`config.mk`:
```
export PLATFORM = sky130hd
export DESIGN_NAME = lfu_cache_lru_tiebreak_flat
export DESIGN_NICKNAME = d
export VERILOG_FILES = /design/src/rtl/core/lfu_pkg.sv /design/src/rtl/core/lfu_ifs.sv /design/src/rtl/core/lfu_cache_lru_tiebreak.sv /design/src/rtl/core/lfu_scan.sv /design/src/rtl/core/lfu_store.sv /design/src/flat_wrapper.sv
export VERILOG_INCLUDE_DIRS = /design/src /design/src/rtl/core
export SDC_FILE = /design/constraint.sdc
export NUM_CORES = 2
export LEC_CHECK = 0
export BUFFER_PORTS_ARGS = -buffer_cell sky130_fd_sc_hd__buf_2
export CAP_MARGIN = 20
export CORE_AREA = 2 2 449 451
export DETAILED_ROUTE_END_ITERATION = 16
export DIE_AREA = 0 0 451 453
export PLACE_DENSITY = 0.49
export SETUP_SLACK_MARGIN = 0.1
export SLEW_MARGIN = 5
export SYNTH_ARGS = -nofsm -noshare
export SYNTH_HDL_FRONTEND = slang
export SYNTH_SLANG_ARGS = --single-unit
```
`constraint.sdc`:
```
create_clock -name clk -period 7.75 [get_ports clk]
set_input_delay 0.3875 -clock clk [delete_from_list [all_inputs] [get_ports clk]]
set_output_delay 0.3875 -clock clk [all_outputs]
set_load 0.005 [all_outputs]
```
`src/rtl/core/lfu_cache_lru_tiebreak_assert.svh`:
```
// assertion macros for the lfu cache rtl
// needs nothing else; included by the modules that check their own logic
`ifndef LFU_CACHE_LRU_TIEBREAK_ASSERT_SVH
`define LFU_CACHE_LRU_TIEBREAK_ASSERT_SVH

// same-cycle implication, disabled while reset is asserted
`define LFU_ASSERT_NOW(lbl, clk, rst_n, ante, cons) \
lbl: assert property (@(posedge clk) disable iff (!rst_n) (ante) |-> (cons)) \
	else $error("lfu check failed");

// next-cycle implication, disabled while reset is asserted
`define LFU_ASSERT_NEXT(lbl, clk, rst_n, ante, cons) \
lbl: assert property (@(posedge clk) disable iff (!rst_n) (ante) |=> (cons)) \
	else $error("lfu check failed");

`endif

```
`src/rtl/core/lfu_pkg.sv`:
```
`timescale 1ns / 1ps
// shared constants, types and helper functions of the lfu cache
// no dependencies
package lfu_pkg;

	localparam int ENTRIES    = 16;
	localparam int KEY_BITS   = 32;
	localparam int COUNT_BITS = 16;
	localparam int DATA_W     = 32;
	localparam int CFG_W      = 5;
	localparam int IDX_W      = (ENTRIES > 1) ? $clog2(ENTRIES) : 1;
	localparam int OCC_W      = $clog2(ENTRIES + 1);

	localparam logic [CFG_W-1:0]      CAP_RESET  = CFG_W'(16);
	localparam logic [COUNT_BITS-1:0] COUNT_MAX  = '1;
	localparam logic [COUNT_BITS-1:0] COUNT_ONE  = COUNT_BITS'(1);
	localparam logic [DATA_W-1:0]     MISS_VALUE = '1;

	typedef logic [IDX_W-1:0]      idx_t;
	typedef logic [KEY_BITS-1:0]   key_t;
	typedef logic [DATA_W-1:0]     data_t;
	typedef logic [COUNT_BITS-1:0] count_t;
	typedef logic [OCC_W-1:0]      occ_t;

	typedef enum logic [1:0] {
		CMT_NONE   = 2'd0,
		CMT_TOUCH  = 2'd1,
		CMT_INSERT = 2'd2
	} cmt_op_t;

	// one entry as seen on the scan read port
	typedef struct packed {
		logic   valid;
		key_t   key;
		data_t  data;
		count_t count;
		idx_t   rank;
	} entry_t;

	// what a full scan leaves behind
	typedef struct packed {
		logic   found;
		idx_t   found_idx;
		data_t  found_data;
		count_t found_count;
		idx_t   found_rank;
		logic   vic_ok;
		idx_t   vic_idx;
		count_t vic_count;
		idx_t   vic_rank;
		key_t   vic_key;
		logic   free_ok;
		idx_t   free_idx;
	} scan_res_t;

	// one update of the entry store
	typedef struct packed {
		cmt_op_t op;
		idx_t    slot;
		idx_t    rank;
		logic    write_data;
		data_t   data;
		key_t    key;
		count_t  count;
		logic    evict;
		idx_t    vic_idx;
		idx_t    vic_rank;
	} commit_t;

	// sign-extend the 32-bit request key, keep the stored key width
	function automatic key_t to_key(input logic [31:0] k);
		logic [63:0] ext;
		ext = {{32{k[31]}}, k};
		return ext[KEY_BITS-1:0];
	endfunction

	// low 32 bits of a stored key
	function automatic logic [31:0] key_low32(input key_t k);
		logic [63:0] ext;
		ext = 64'(k);
		return ext[31:0];
	endfunction

endpackage

```
`src/rtl/core/lfu_ifs.sv`:
```
`timescale 1ns / 1ps
// valid/ready channel interfaces for requests and responses
// no dependencies
interface lfu_req_if;
	logic               valid;
	logic               ready;
	logic               req_type;
	logic signed [31:0] lookup_key;
	logic signed [31:0] write_value;

	modport source (output valid, req_type, lookup_key, write_value, input ready);
	modport sink (input valid, req_type, lookup_key, write_value, output ready);
endinterface

interface lfu_rsp_if;
	logic               valid;
	logic               ready;
	logic               hit;
	logic signed [31:0] read_value;
	logic               evicted;
	logic signed [31:0] evicted_key;

	modport source (output valid, hit, read_value, evicted, evicted_key, input ready);
	modport sink (input valid, hit, read_value, evicted, evicted_key, output ready);
endinterface

```
`src/rtl/core/lfu_cache_lru_tiebreak.sv`:
```
`timescale 1ns / 1ps
// top level of the lfu cache: sequencer, capacity register, result and
// output registers; uses lfu_pkg, lfu_ifs, lfu_scan, lfu_store
//
//  channel   dir  handshake     payload
//  req       in   valid/ready   req_type, lookup_key, write_value
//  rsp       out  valid/ready   hit, read_value, evicted, evicted_key
//  cfg       in   cfg_we        cfg_wdata (capacity_in_use)
//
// a response becomes valid once the request has passed the scan states,
// which step through the entries one at a time in the shared compare unit,
// the commit state, which loads the result register, and the emit state, which
// loads the output register; a request holds the block until its emit ends.
// req.ready is high only when idle; a stalled response holds the output
// register while the next request runs and waits in its last state.
// reset clears valid bits, occupancy and control; no clearing pass is needed.
`include "lfu_cache_lru_tiebreak_assert.svh"

module lfu_cache_lru_tiebreak (
	input  logic                        clk,
	input  logic                        arst_n,
	lfu_req_if.sink                     req,
	lfu_rsp_if.source                   rsp,
	input  logic                        cfg_we,
	input  logic [lfu_pkg::CFG_W-1:0]   cfg_wdata
);

	typedef enum logic [3:0] {
		ST_IDLE   = 4'b0001,
		ST_SCAN   = 4'b0010,
		ST_COMMIT = 4'b0100,
		ST_EMIT   = 4'b1000
	} state_t;

	state_t                    state_q;
	lfu_pkg::idx_t             idx_q;
	logic [lfu_pkg::CFG_W-1:0] cap_q;
	lfu_pkg::occ_t             occ_q;
	logic                      put_q;
	lfu_pkg::key_t             key_q;
	lfu_pkg::data_t            wdata_q;

	logic                      res_hit_q;
	lfu_pkg::data_t            res_rd_q;
	logic                      res_ev_q;
	logic [31:0]               res_evk_q;

	logic                      out_valid_q;
	logic                      out_hit_q;
	lfu_pkg::data_t            out_rd_q;
	logic                      out_ev_q;
	logic [31:0]               out_evk_q;

	logic                      req_acc;
	logic                      scan_step;
	logic                      last_idx;
	logic                      emit_go;
	lfu_pkg::occ_t             cap_eff;
	lfu_pkg::entry_t           rd_ent;
	lfu_pkg::scan_res_t        scan_res;
	lfu_pkg::commit_t          cmt;
	logic                      c_hit;
	lfu_pkg::data_t            c_rd;
	logic                      c_ev;
	logic                      need_evict;

	assign req.ready = (state_q == ST_IDLE);
	assign req_acc   = req.valid && req.ready;
	assign scan_step = (state_q == ST_SCAN);
	assign last_idx  = (idx_q == lfu_pkg::IDX_W'(lfu_pkg::ENTRIES - 1));
	assign emit_go   = (state_q == ST_EMIT) && (!out_valid_q || rsp.ready);

	always_comb begin
		if (32'(cap_q) > lfu_pkg::ENTRIES) begin
			cap_eff = lfu_pkg::OCC_W'(lfu_pkg::ENTRIES);
		end else begin
			cap_eff = lfu_pkg::OCC_W'(cap_q);
		end
	end

	lfu_store u_store (
		.clk    (clk),
		.arst_n (arst_n),
		.rd_idx (idx_q),
		.rd_ent (rd_ent),
		.cmt    (cmt)
	);

	lfu_scan u_scan (
		.clk    (clk),
		.arst_n (arst_n),
		.start  (req_acc),
		.step   (scan_step),
		.idx    (idx_q),
		.ent    (rd_ent),
		.key    (key_q),
		.res    (scan_res)
	);

	// decide the store update and the response from the finished scan
	always_comb begin
		cmt            = '0;
		cmt.op         = lfu_pkg::CMT_NONE;
		cmt.key        = key_q;
		cmt.data       = wdata_q;
		cmt.write_data = put_q;
		c_hit          = 1'b0;
		c_rd           = '0;
		c_ev           = 1'b0;
		need_evict     = (occ_q >= cap_eff) && scan_res.vic_ok;
		if (state_q == ST_COMMIT) begin
			priority if (scan_res.found) begin
				c_hit     = 1'b1;
				c_rd      = put_q ? '0 : scan_res.found_data;
				cmt.op    = lfu_pkg::CMT_TOUCH;
				cmt.slot  = scan_res.found_idx;
				cmt.rank  = scan_res.found_rank;
				cmt.count = (scan_res.found_count == lfu_pkg::COUNT_MAX) ?
					scan_res.found_count : scan_res.found_count + 1'b1;
			end else if (!put_q) begin
				c_rd = lfu_pkg::MISS_VALUE;
			end else if (cap_eff != '0) begin
				cmt.count    = lfu_pkg::COUNT_ONE;
				cmt.vic_idx  = scan_res.vic_idx;
				cmt.vic_rank = scan_res.vic_rank;
				if (need_evict) begin
					// the freed victim slot counts as free for the lowest-slot choice
					c_ev      = 1'b1;
					cmt.evict = 1'b1;
					cmt.op    = lfu_pkg::CMT_INSERT;
					cmt.slot  = (scan_res.free_ok && (scan_res.free_idx < scan_res.vic_idx)) ?
						scan_res.free_idx : scan_res.vic_idx;
				end else if (scan_res.free_ok) begin
					cmt.op   = lfu_pkg::CMT_INSERT;
					cmt.slot = scan_res.free_idx;
				end
			end
		end
	end

	always_ff @(posedge clk or negedge arst_n) begin
		if (!arst_n) begin
			state_q     <= ST_IDLE;
			idx_q       <= '0;
			cap_q       <= lfu_pkg::CAP_RESET;
			occ_q       <= '0;
			out_valid_q <= 1'b0;
		end else begin
			if (cfg_we) begin
				cap_q <= cfg_wdata;
			end
			// a new beat may replace the one taken in the same cycle
			if (emit_go) begin
				out_valid_q <= 1'b1;
			end else if (rsp.valid && rsp.ready) begin
				out_valid_q <= 1'b0;
			end
			if ((cmt.op == lfu_pkg::CMT_INSERT) && !cmt.evict) begin
				occ_q <= occ_q + 1'b1;
			end
			unique case (state_q)
				ST_IDLE: begin
					idx_q <= '0;
					if (req_acc) begin
						state_q <= ST_SCAN;
					end
				end
				ST_SCAN: begin
					if (last_idx) begin
						state_q <= ST_COMMIT;
					end else begin
						idx_q <= idx_q + 1'b1;
					end
				end
				ST_COMMIT: begin
					state_q <= ST_EMIT;
				end
				ST_EMIT: begin
					if (emit_go) begin
						state_q <= ST_IDLE;
					end
				end
				default: begin
					state_q <= ST_IDLE;
				end
			endcase
		end
	end

	always_ff @(posedge clk) begin
		if (req_acc) begin
			put_q   <= req.req_type;
			key_q   <= lfu_pkg::to_key(req.lookup_key);
			wdata_q <= req.write_value;
		end
		if (state_q == ST_COMMIT) begin
			res_hit_q <= c_hit;
			res_rd_q  <= c_rd;
			res_ev_q  <= c_ev;
			res_evk_q <= c_ev ? lfu_pkg::key_low32(scan_res.vic_key) : '0;
		end
		if (emit_go) begin
			out_hit_q <= res_hit_q;
			out_rd_q  <= res_rd_q;
			out_ev_q  <= res_ev_q;
			out_evk_q <= res_evk_q;
		end
	end

	assign rsp.valid       = out_valid_q;
	assign rsp.hit         = out_hit_q;
	assign rsp.read_value  = out_rd_q;
	assign rsp.evicted     = out_ev_q;
	assign rsp.evicted_key = out_evk_q;

	`LFU_ASSERT_NEXT(a_accept_scans, clk, arst_n, req_acc, state_q == ST_SCAN)
	`LFU_ASSERT_NEXT(a_commit_emits, clk, arst_n, state_q == ST_COMMIT, state_q == ST_EMIT)
	`LFU_ASSERT_NEXT(a_emit_loads, clk, arst_n, emit_go, rsp.valid && (state_q == ST_IDLE))
	`LFU_ASSERT_NOW(a_evict_no_hit, clk, arst_n, rsp.valid && rsp.evicted, !rsp.hit)
	`LFU_ASSERT_NOW(a_occ_bound, clk, arst_n, 1'b1, 32'(occ_q) <= lfu_pkg::ENTRIES)

endmodule

```
`src/rtl/core/lfu_scan.sv`:
```
`timescale 1ns / 1ps
// shared compare unit: looks at one entry per cycle for key match,
// eviction victim and first free slot; uses lfu_pkg
module lfu_scan (
	input  logic               clk,
	input  logic               arst_n,
	input  logic               start,
	input  logic               step,
	input  lfu_pkg::idx_t      idx,
	input  lfu_pkg::entry_t    ent,
	input  lfu_pkg::key_t      key,
	output lfu_pkg::scan_res_t res
);

	lfu_pkg::scan_res_t res_q;
	logic match;
	logic better;
	logic take_match;
	logic take_vic;
	logic take_free;

	assign match  = ent.valid && (ent.key == key);
	// lower count wins, on equal count the older (higher rank) entry wins
	assign better = !res_q.vic_ok || (ent.count < res_q.vic_count) ||
		((ent.count == res_q.vic_count) && (ent.rank > res_q.vic_rank));

	assign take_match = step && match && !res_q.found;
	assign take_vic   = step && ent.valid && better;
	assign take_free  = step && !ent.valid && !res_q.free_ok;

	always_ff @(posedge clk or negedge arst_n) begin
		if (!arst_n) begin
			res_q <= '0;
		end else if (start) begin
			res_q.found   <= 1'b0;
			res_q.vic_ok  <= 1'b0;
			res_q.free_ok <= 1'b0;
		end else begin
			if (take_match) begin
				res_q.found       <= 1'b1;
				res_q.found_idx   <= idx;
				res_q.found_data  <= ent.data;
				res_q.found_count <= ent.count;
				res_q.found_rank  <= ent.rank;
			end
			if (take_vic) begin
				res_q.vic_ok    <= 1'b1;
				res_q.vic_idx   <= idx;
				res_q.vic_count <= ent.count;
				res_q.vic_rank  <= ent.rank;
				res_q.vic_key   <= ent.key;
			end
			if (take_free) begin
				res_q.free_ok  <= 1'b1;
				res_q.free_idx <= idx;
			end
		end
	end

	assign res = res_q;

endmodule

```
`src/rtl/core/lfu_store.sv`:
```
`timescale 1ns / 1ps
// entry store: keys, values, use counts, recency ranks and valid bits,
// one scan read port and one commit per request; uses lfu_pkg
module lfu_store (
	input  logic             clk,
	input  logic             arst_n,
	input  lfu_pkg::idx_t    rd_idx,
	output lfu_pkg::entry_t  rd_ent,
	input  lfu_pkg::commit_t cmt
);

	logic            valid_q [lfu_pkg::ENTRIES];
	lfu_pkg::key_t   key_q   [lfu_pkg::ENTRIES];
	lfu_pkg::data_t  data_q  [lfu_pkg::ENTRIES];
	lfu_pkg::count_t count_q [lfu_pkg::ENTRIES];
	lfu_pkg::idx_t   rank_q  [lfu_pkg::ENTRIES];

	assign rd_ent.valid = valid_q[rd_idx];
	assign rd_ent.key   = key_q[rd_idx];
	assign rd_ent.data  = data_q[rd_idx];
	assign rd_ent.count = count_q[rd_idx];
	assign rd_ent.rank  = rank_q[rd_idx];

	always_ff @(posedge clk or negedge arst_n) begin
		if (!arst_n) begin
			for (int i = 0; i < lfu_pkg::ENTRIES; i++) begin
				valid_q[i] <= 1'b0;
			end
		end else if (cmt.op == lfu_pkg::CMT_INSERT) begin
			// a victim slot that takes the new entry simply stays valid
			if (cmt.evict && (cmt.vic_idx != cmt.slot)) begin
				valid_q[cmt.vic_idx] <= 1'b0;
			end
			valid_q[cmt.slot] <= 1'b1;
		end
	end

	// rank moves are independent per entry
	always_ff @(posedge clk) begin
		for (int i = 0; i < lfu_pkg::ENTRIES; i++) begin
			unique case (cmt.op)
				lfu_pkg::CMT_TOUCH: begin
					if (lfu_pkg::IDX_W'(i) == cmt.slot) begin
						rank_q[i] <= '0;
					end else if (valid_q[i] && (rank_q[i] < cmt.rank)) begin
						rank_q[i] <= rank_q[i] + 1'b1;
					end
				end
				lfu_pkg::CMT_INSERT: begin
					// entries older than the victim close the gap and age by one: net zero
					if (lfu_pkg::IDX_W'(i) == cmt.slot) begin
						rank_q[i] <= '0;
					end else if (valid_q[i] && !(cmt.evict &&
						((lfu_pkg::IDX_W'(i) == cmt.vic_idx) || (rank_q[i] > cmt.vic_rank)))) begin
						rank_q[i] <= rank_q[i] + 1'b1;
					end
				end
				lfu_pkg::CMT_NONE: begin
				end
				default: begin
				end
			endcase
		end
	end

	always_ff @(posedge clk) begin
		unique case (cmt.op)
			lfu_pkg::CMT_TOUCH: begin
				count_q[cmt.slot] <= cmt.count;
				if (cmt.write_data) begin
					data_q[cmt.slot] <= cmt.data;
				end
			end
			lfu_pkg::CMT_INSERT: begin
				key_q[cmt.slot]   <= cmt.key;
				data_q[cmt.slot]  <= cmt.data;
				count_q[cmt.slot] <= cmt.count;
			end
			lfu_pkg::CMT_NONE: begin
			end
			default: begin
			end
		endcase
	end

endmodule

```
`src/flat_wrapper.sv`:
```
// flat-port wrapper written by rule: the top's interface ports become plain ports
module lfu_cache_lru_tiebreak_flat 
  (clk, arst_n, cfg_we, cfg_wdata, req_valid, req_req_type, req_lookup_key, req_write_value, req_ready, rsp_valid, rsp_hit, rsp_read_value, rsp_evicted, rsp_evicted_key, rsp_ready);
  lfu_req_if req_i ();
  lfu_rsp_if rsp_i ();
  input  logic clk;
  input  logic arst_n;
  input  logic cfg_we;
  input  logic [lfu_pkg::CFG_W-1:0] cfg_wdata;
  input wire logic [$bits(req_i.valid)-1:0] req_valid;
  input wire logic [$bits(req_i.req_type)-1:0] req_req_type;
  input wire logic [$bits(req_i.lookup_key)-1:0] req_lookup_key;
  input wire logic [$bits(req_i.write_value)-1:0] req_write_value;
  output wire logic [$bits(req_i.ready)-1:0] req_ready;
  output wire logic [$bits(rsp_i.valid)-1:0] rsp_valid;
  output wire logic [$bits(rsp_i.hit)-1:0] rsp_hit;
  output wire logic [$bits(rsp_i.read_value)-1:0] rsp_read_value;
  output wire logic [$bits(rsp_i.evicted)-1:0] rsp_evicted;
  output wire logic [$bits(rsp_i.evicted_key)-1:0] rsp_evicted_key;
  input wire logic [$bits(rsp_i.ready)-1:0] rsp_ready;
  assign req_i.valid = req_valid;
  assign req_i.req_type = req_req_type;
  assign req_i.lookup_key = req_lookup_key;
  assign req_i.write_value = req_write_value;
  assign req_ready = req_i.ready;
  assign rsp_valid = rsp_i.valid;
  assign rsp_hit = rsp_i.hit;
  assign rsp_read_value = rsp_i.read_value;
  assign rsp_evicted = rsp_i.evicted;
  assign rsp_evicted_key = rsp_i.evicted_key;
  assign rsp_i.ready = rsp_ready;
  lfu_cache_lru_tiebreak u_core (.clk(clk), .arst_n(arst_n), .req(req_i), .rsp(rsp_i), .cfg_we(cfg_we), .cfg_wdata(cfg_wdata));
endmodule
```
==> flow_summary.json <==
{
  "status": "finished clean",
  "first_pass_iters": 5,
  "row_count": 164,
  "drtIter0Drc": 3385,
  "synth-seq-cells": 1695,
  "hold_path.class": "in2async",
  "worst_slew_pin_slew_ns": 1.15,
  "yosys_most_used_dff": "edfxtp_1",
  "die_h_um": 453,
  "finalWirelength_um": 188000,
  "cp_data_arrival_time_ns": 6.03,
  "rr_worst_depth": 16,
  "critPathCaptureType": "register",
  "crit_buf_inv": 2,
  "nets": 4362,
  "die_area_um2": 204000,
  "timing.slew.headroom_pct": 23.3,
  "critical_path_class": "reg2reg",
  "clk_pin_slew_worst_paths_ns": 0.06,
  "grt_usage_pct": 18.3,
  "ir_worst_vdd_uv": 195,
  "cp_cell_sequence": "and2_2 -> buf_4 -> a221oi_1 -> a22oi_1 -> nand2_1 -> ha_1 -> nor2b_1 -> o21a_1 -> o21ai_0 -> nand2b_1 -> a21oi_1 -> o21ai_0 -> a21oi_1 -> o21ai_4 -> buf_12 -> mux2_2",
  "drt-wirelength-per-cell_um": 27.1,
  "synthDistinctLibCells": 68,
  "coreArea_um2": 199000,
  "syn2layout_area_growth_pct": 16.1,
  "worst_ep_required_time_ns": 8.42,
  "grt_start_max_net_pins": 95,
  "setup_viol_count_final": 0,
  "tns_ns": 0,
  "synthCells": 3777,
  "hold_viol": 0,
  "path_depth": 16,
  "synth_xor_area_share_pct": 1.27,
  "grt-ovfl-total": 0,
  "postSynth.asyncResetShare_pct": 9.09,
  "rsz0062_at_grt": "false",
  "synth_fp_nets": 4011,
  "io_buffers": 142,
  "drv_cap": 0,
  "cts_tree": "done",
  "skew_ns": 0.0454,
  "ys_seq_area_share_pct": 72.1,
  "synth_top_family_by_area": "multiplexers",
  "path_max_fanout": 43,
  "period_share_pct": 69.1,
  "r2r-start": "u_core.idx_q[2]",
  "die_w_um": 451,
  "r2r_setup_slack_ns": 2.40,
  "finish.utilization_pct": 40.5,
  "drv_slew": 0,
  "cp-startpoint": "u_core.idx_q[2]",
  "p_per_area_nw_per_um2": 268,
  "place_congestion": 0.784,
  "muxShareOfSynthArea_pct": 14.0,
  "cts_num_sinks": 1695,
  "cts_inserted_buffers": 183,
  "synth_compound_area_share_pct": 4.29,
  "cts-htree-levels": 4,
  "period_needed_ns": 5.35,
  "hpwlAfterDp_um": 110000,
  "route.vias.total": 36250,
  "postCtsSetupBuffers": 0,
  "syn_area_um2": 69500,
  "antenna_found_initial": 14,
  "drc": 0,
  "start_kind": "register",
  "cp_top_family": "compound AO/OA/AOI/OAI gates",
  "clkLatencyLatePin_ns": 0.83,
  "initial_core_util_pct": 34.9,
  "io_pins": 143,
  "max_freq_mhz": 187,
  "total_leakage_power_nw": 27.4,
  "cp-endpoint": "u_core.u_scan.res[12]",
  "synth-adder-area-share_pct": 2.86,
  "synth-edff-count": 1541,
  "synthSimpleGateAreaFrac_pct": 3.64,
  "r2r-end": "u_core.u_scan.res[12]",
  "layout-drive-gt1-share_pct": 23.0,
  "grt_pass1_vias": 37124,
  "viasPerCell": 5.22,
  "cpPeakStageDelay_ns": 0.84,
  "syn_area_per_cell_um2": 18.4,
  "clockRootBuffer": "clkbuf_16",
  "antenna_left": 0,
  "grt_pass1_wl_um": 272000,
  "synth.yosys.warnings": 0,
  "cts_buffer_depth": 3,
  "slowest_stage": "and2_2"
}
flip-flops by register name, indices dropped and copies added (netlist names), 16 cells and up:
register and flops:
u_core.key_q 32, u_core.u_store.count_q 256, u_core.u_store.key_q 512, u_core.u_store.data_q 512, u_core.rsp.read_value 32, u_core.wdata_q 32
u_core.u_store.valid_q 16, u_core.u_store.rank_q 64, u_core.res_evk_q 32, u_core.rsp.evicted_key 32, u_core.u_scan.res 119, u_core.res_rd_q 32
metrics by stage:
step | worst slack [ns] | instance area, um2 | power (W) | hold WS (ns) | cells
floorplan | 0.313 | 69500 | 0.0124 | 0.0919 | 3777
global placement | 2.30 | 73900 | 0.0133 | 0.402 | 6509
detailed placement | 2.29 | 74000 | 0.0133 | 0.405 | 6514
CTS | 2.28 | 80600 | 0.0219 | 0.107 | 6932
global route | 2.11 | 80700 | 0.0224 | 0.152 | 6942
finish | 2.40 | 80700 | 0.0216 | 0.148 | 6943
routing by layer:
metal | wire length, um | GRT usage (%) | vias to the layer above | share of wire (%)
met2 | 90800 | 30.0 | 856 | 48
met5 | 0 | 0 | - | 0
met1 | 84700 | 25.6 | 19276 | 45
met4 | 4190 | 4.84 | 0 | 2.2
met3 | 8300 | 2.80 | 257 | 4.4
li1 | - | - | 15861 | -
cells in the mapped netlist, types with 12 or more instances:
master / count / area (um2)
ha_1: 159 / 1990
mux2_2: 86 / 968
xnor2_1: 50 / 438
nand4_1: 14 / 87.6
a21o_1: 35 / 263
buf_2: 44 / 220
dfrtp_1: 152 / 3800
and2_1: 19 / 119
nand2_1: 108 / 405
mux2i_1: 199 / 1990
nand2b_1: 44 / 275
a221oi_1: 56 / 490
a41o_1: 12 / 120
o21ai_0: 96 / 480
or2_2: 16 / 100
a21oi_1: 74 / 370
edfxtp_1: 1541 / 46300
mux4_2: 285 / 6420
mux2_1: 31 / 349
nand3_1: 47 / 235
buf_4: 20 / 150
o21a_1: 22 / 165
and3_1: 40 / 250
clkbuf_1: 95 / 357
a22oi_1: 39 / 293
xor2_1: 51 / 447
nor3_1: 34 / 170
nor2_1: 130 / 488
nor2b_1: 34 / 213
inv_1: 102 / 383
a211oi_1: 22 / 165
worst register-to-register path, delay by kind of cell (launching register included):
| family | cells | cell delay (ns) |
|---|---|---|
| compound gates | 8 | 1.57 |
| mux | 1 | 0.47 |
| buf+inv | 2 | 0.84 |
| flops | 1 | 0.79 |
| simple gates | 4 | 1.20 |
| fa+ha+maj | 1 | 0.33 |
worst min path at each step:
| stage | startpoint | to | cells after the start |
|---|---|---|---|
| global placement | u_core.res_evk_q[29] | u_core.rsp.evicted_key[29] | 0 |
| global route | arst_n | u_core.u_scan.res[84] | 2 |
| detailed placement | u_core.res_evk_q[1] | u_core.rsp.evicted_key[1] | 0 |
| floorplan | arst_n | u_core.cap_q[0] | 0 |
| finish | arst_n | u_core.u_scan.res[111] | 2 |
| CTS | arst_n | u_core.u_scan.res[111] | 2 |
layout make-up:
| cell class | count | area (um2) |
|---|---|---|
| Fill cell | 17863 | 119000 |
| Sequential cell | 1695 | 50100 |
| Tap cell | 2656 | 3320 |
| Multi-Input combinational cell | 1803 | 18400 |
| Antenna cell | 4 | 10.0 |
| Inverter | 103 | 389 |
| Clock inverter | 86 | 823 |
| Clock buffer | 254 | 5030 |
| Timing Repair Buffer | 342 | 2620 |
repair_timing:
item | in CTS | in global routing
hold buffers | 78 | 0
endpoints found under the hold margin | 126 | 0
resized for setup | 0 | 0
where the power goes:
group          total, W  internal [W]  switching [W]
clock           0.00848       0.00482        0.00366
sequential       0.0109        0.0105       0.000468
combinational   0.00219      0.000977        0.00122
total            0.0216        0.0163        0.00535
layout by cell type (no fill, tap or decap), types with 35 or more instances in the layout:
master,instances
a21oi_1,73
a221oi_1,56
nand2b_1,44
buf_2,141
dlygate4sd3_1,78
mux2i_1,199
and3_1,38
nor2_1,112
ha_1,159
mux4_2,285
a21o_1,35
clkbuf_16,183
nand3_1,47
dfrtp_1,147
o21ai_0,95
xor2_1,51
buf_4,105
xnor2_1,50
clkinv_1,37
edfxtp_1,1541
clkbuf_1,53
a22oi_1,39
mux2_2,86
nand2_1,108
inv_1,101
cell families after synthesis:
group,count (synthesis)
DFF,1695
xor gates and xnor gates,101
AOI/OAI and AO/OA,432
and+or+nand+nor,509
adders and majority gates,159
buffers and inverters,279
muxes,602
(Power assumes the default switching activity.)
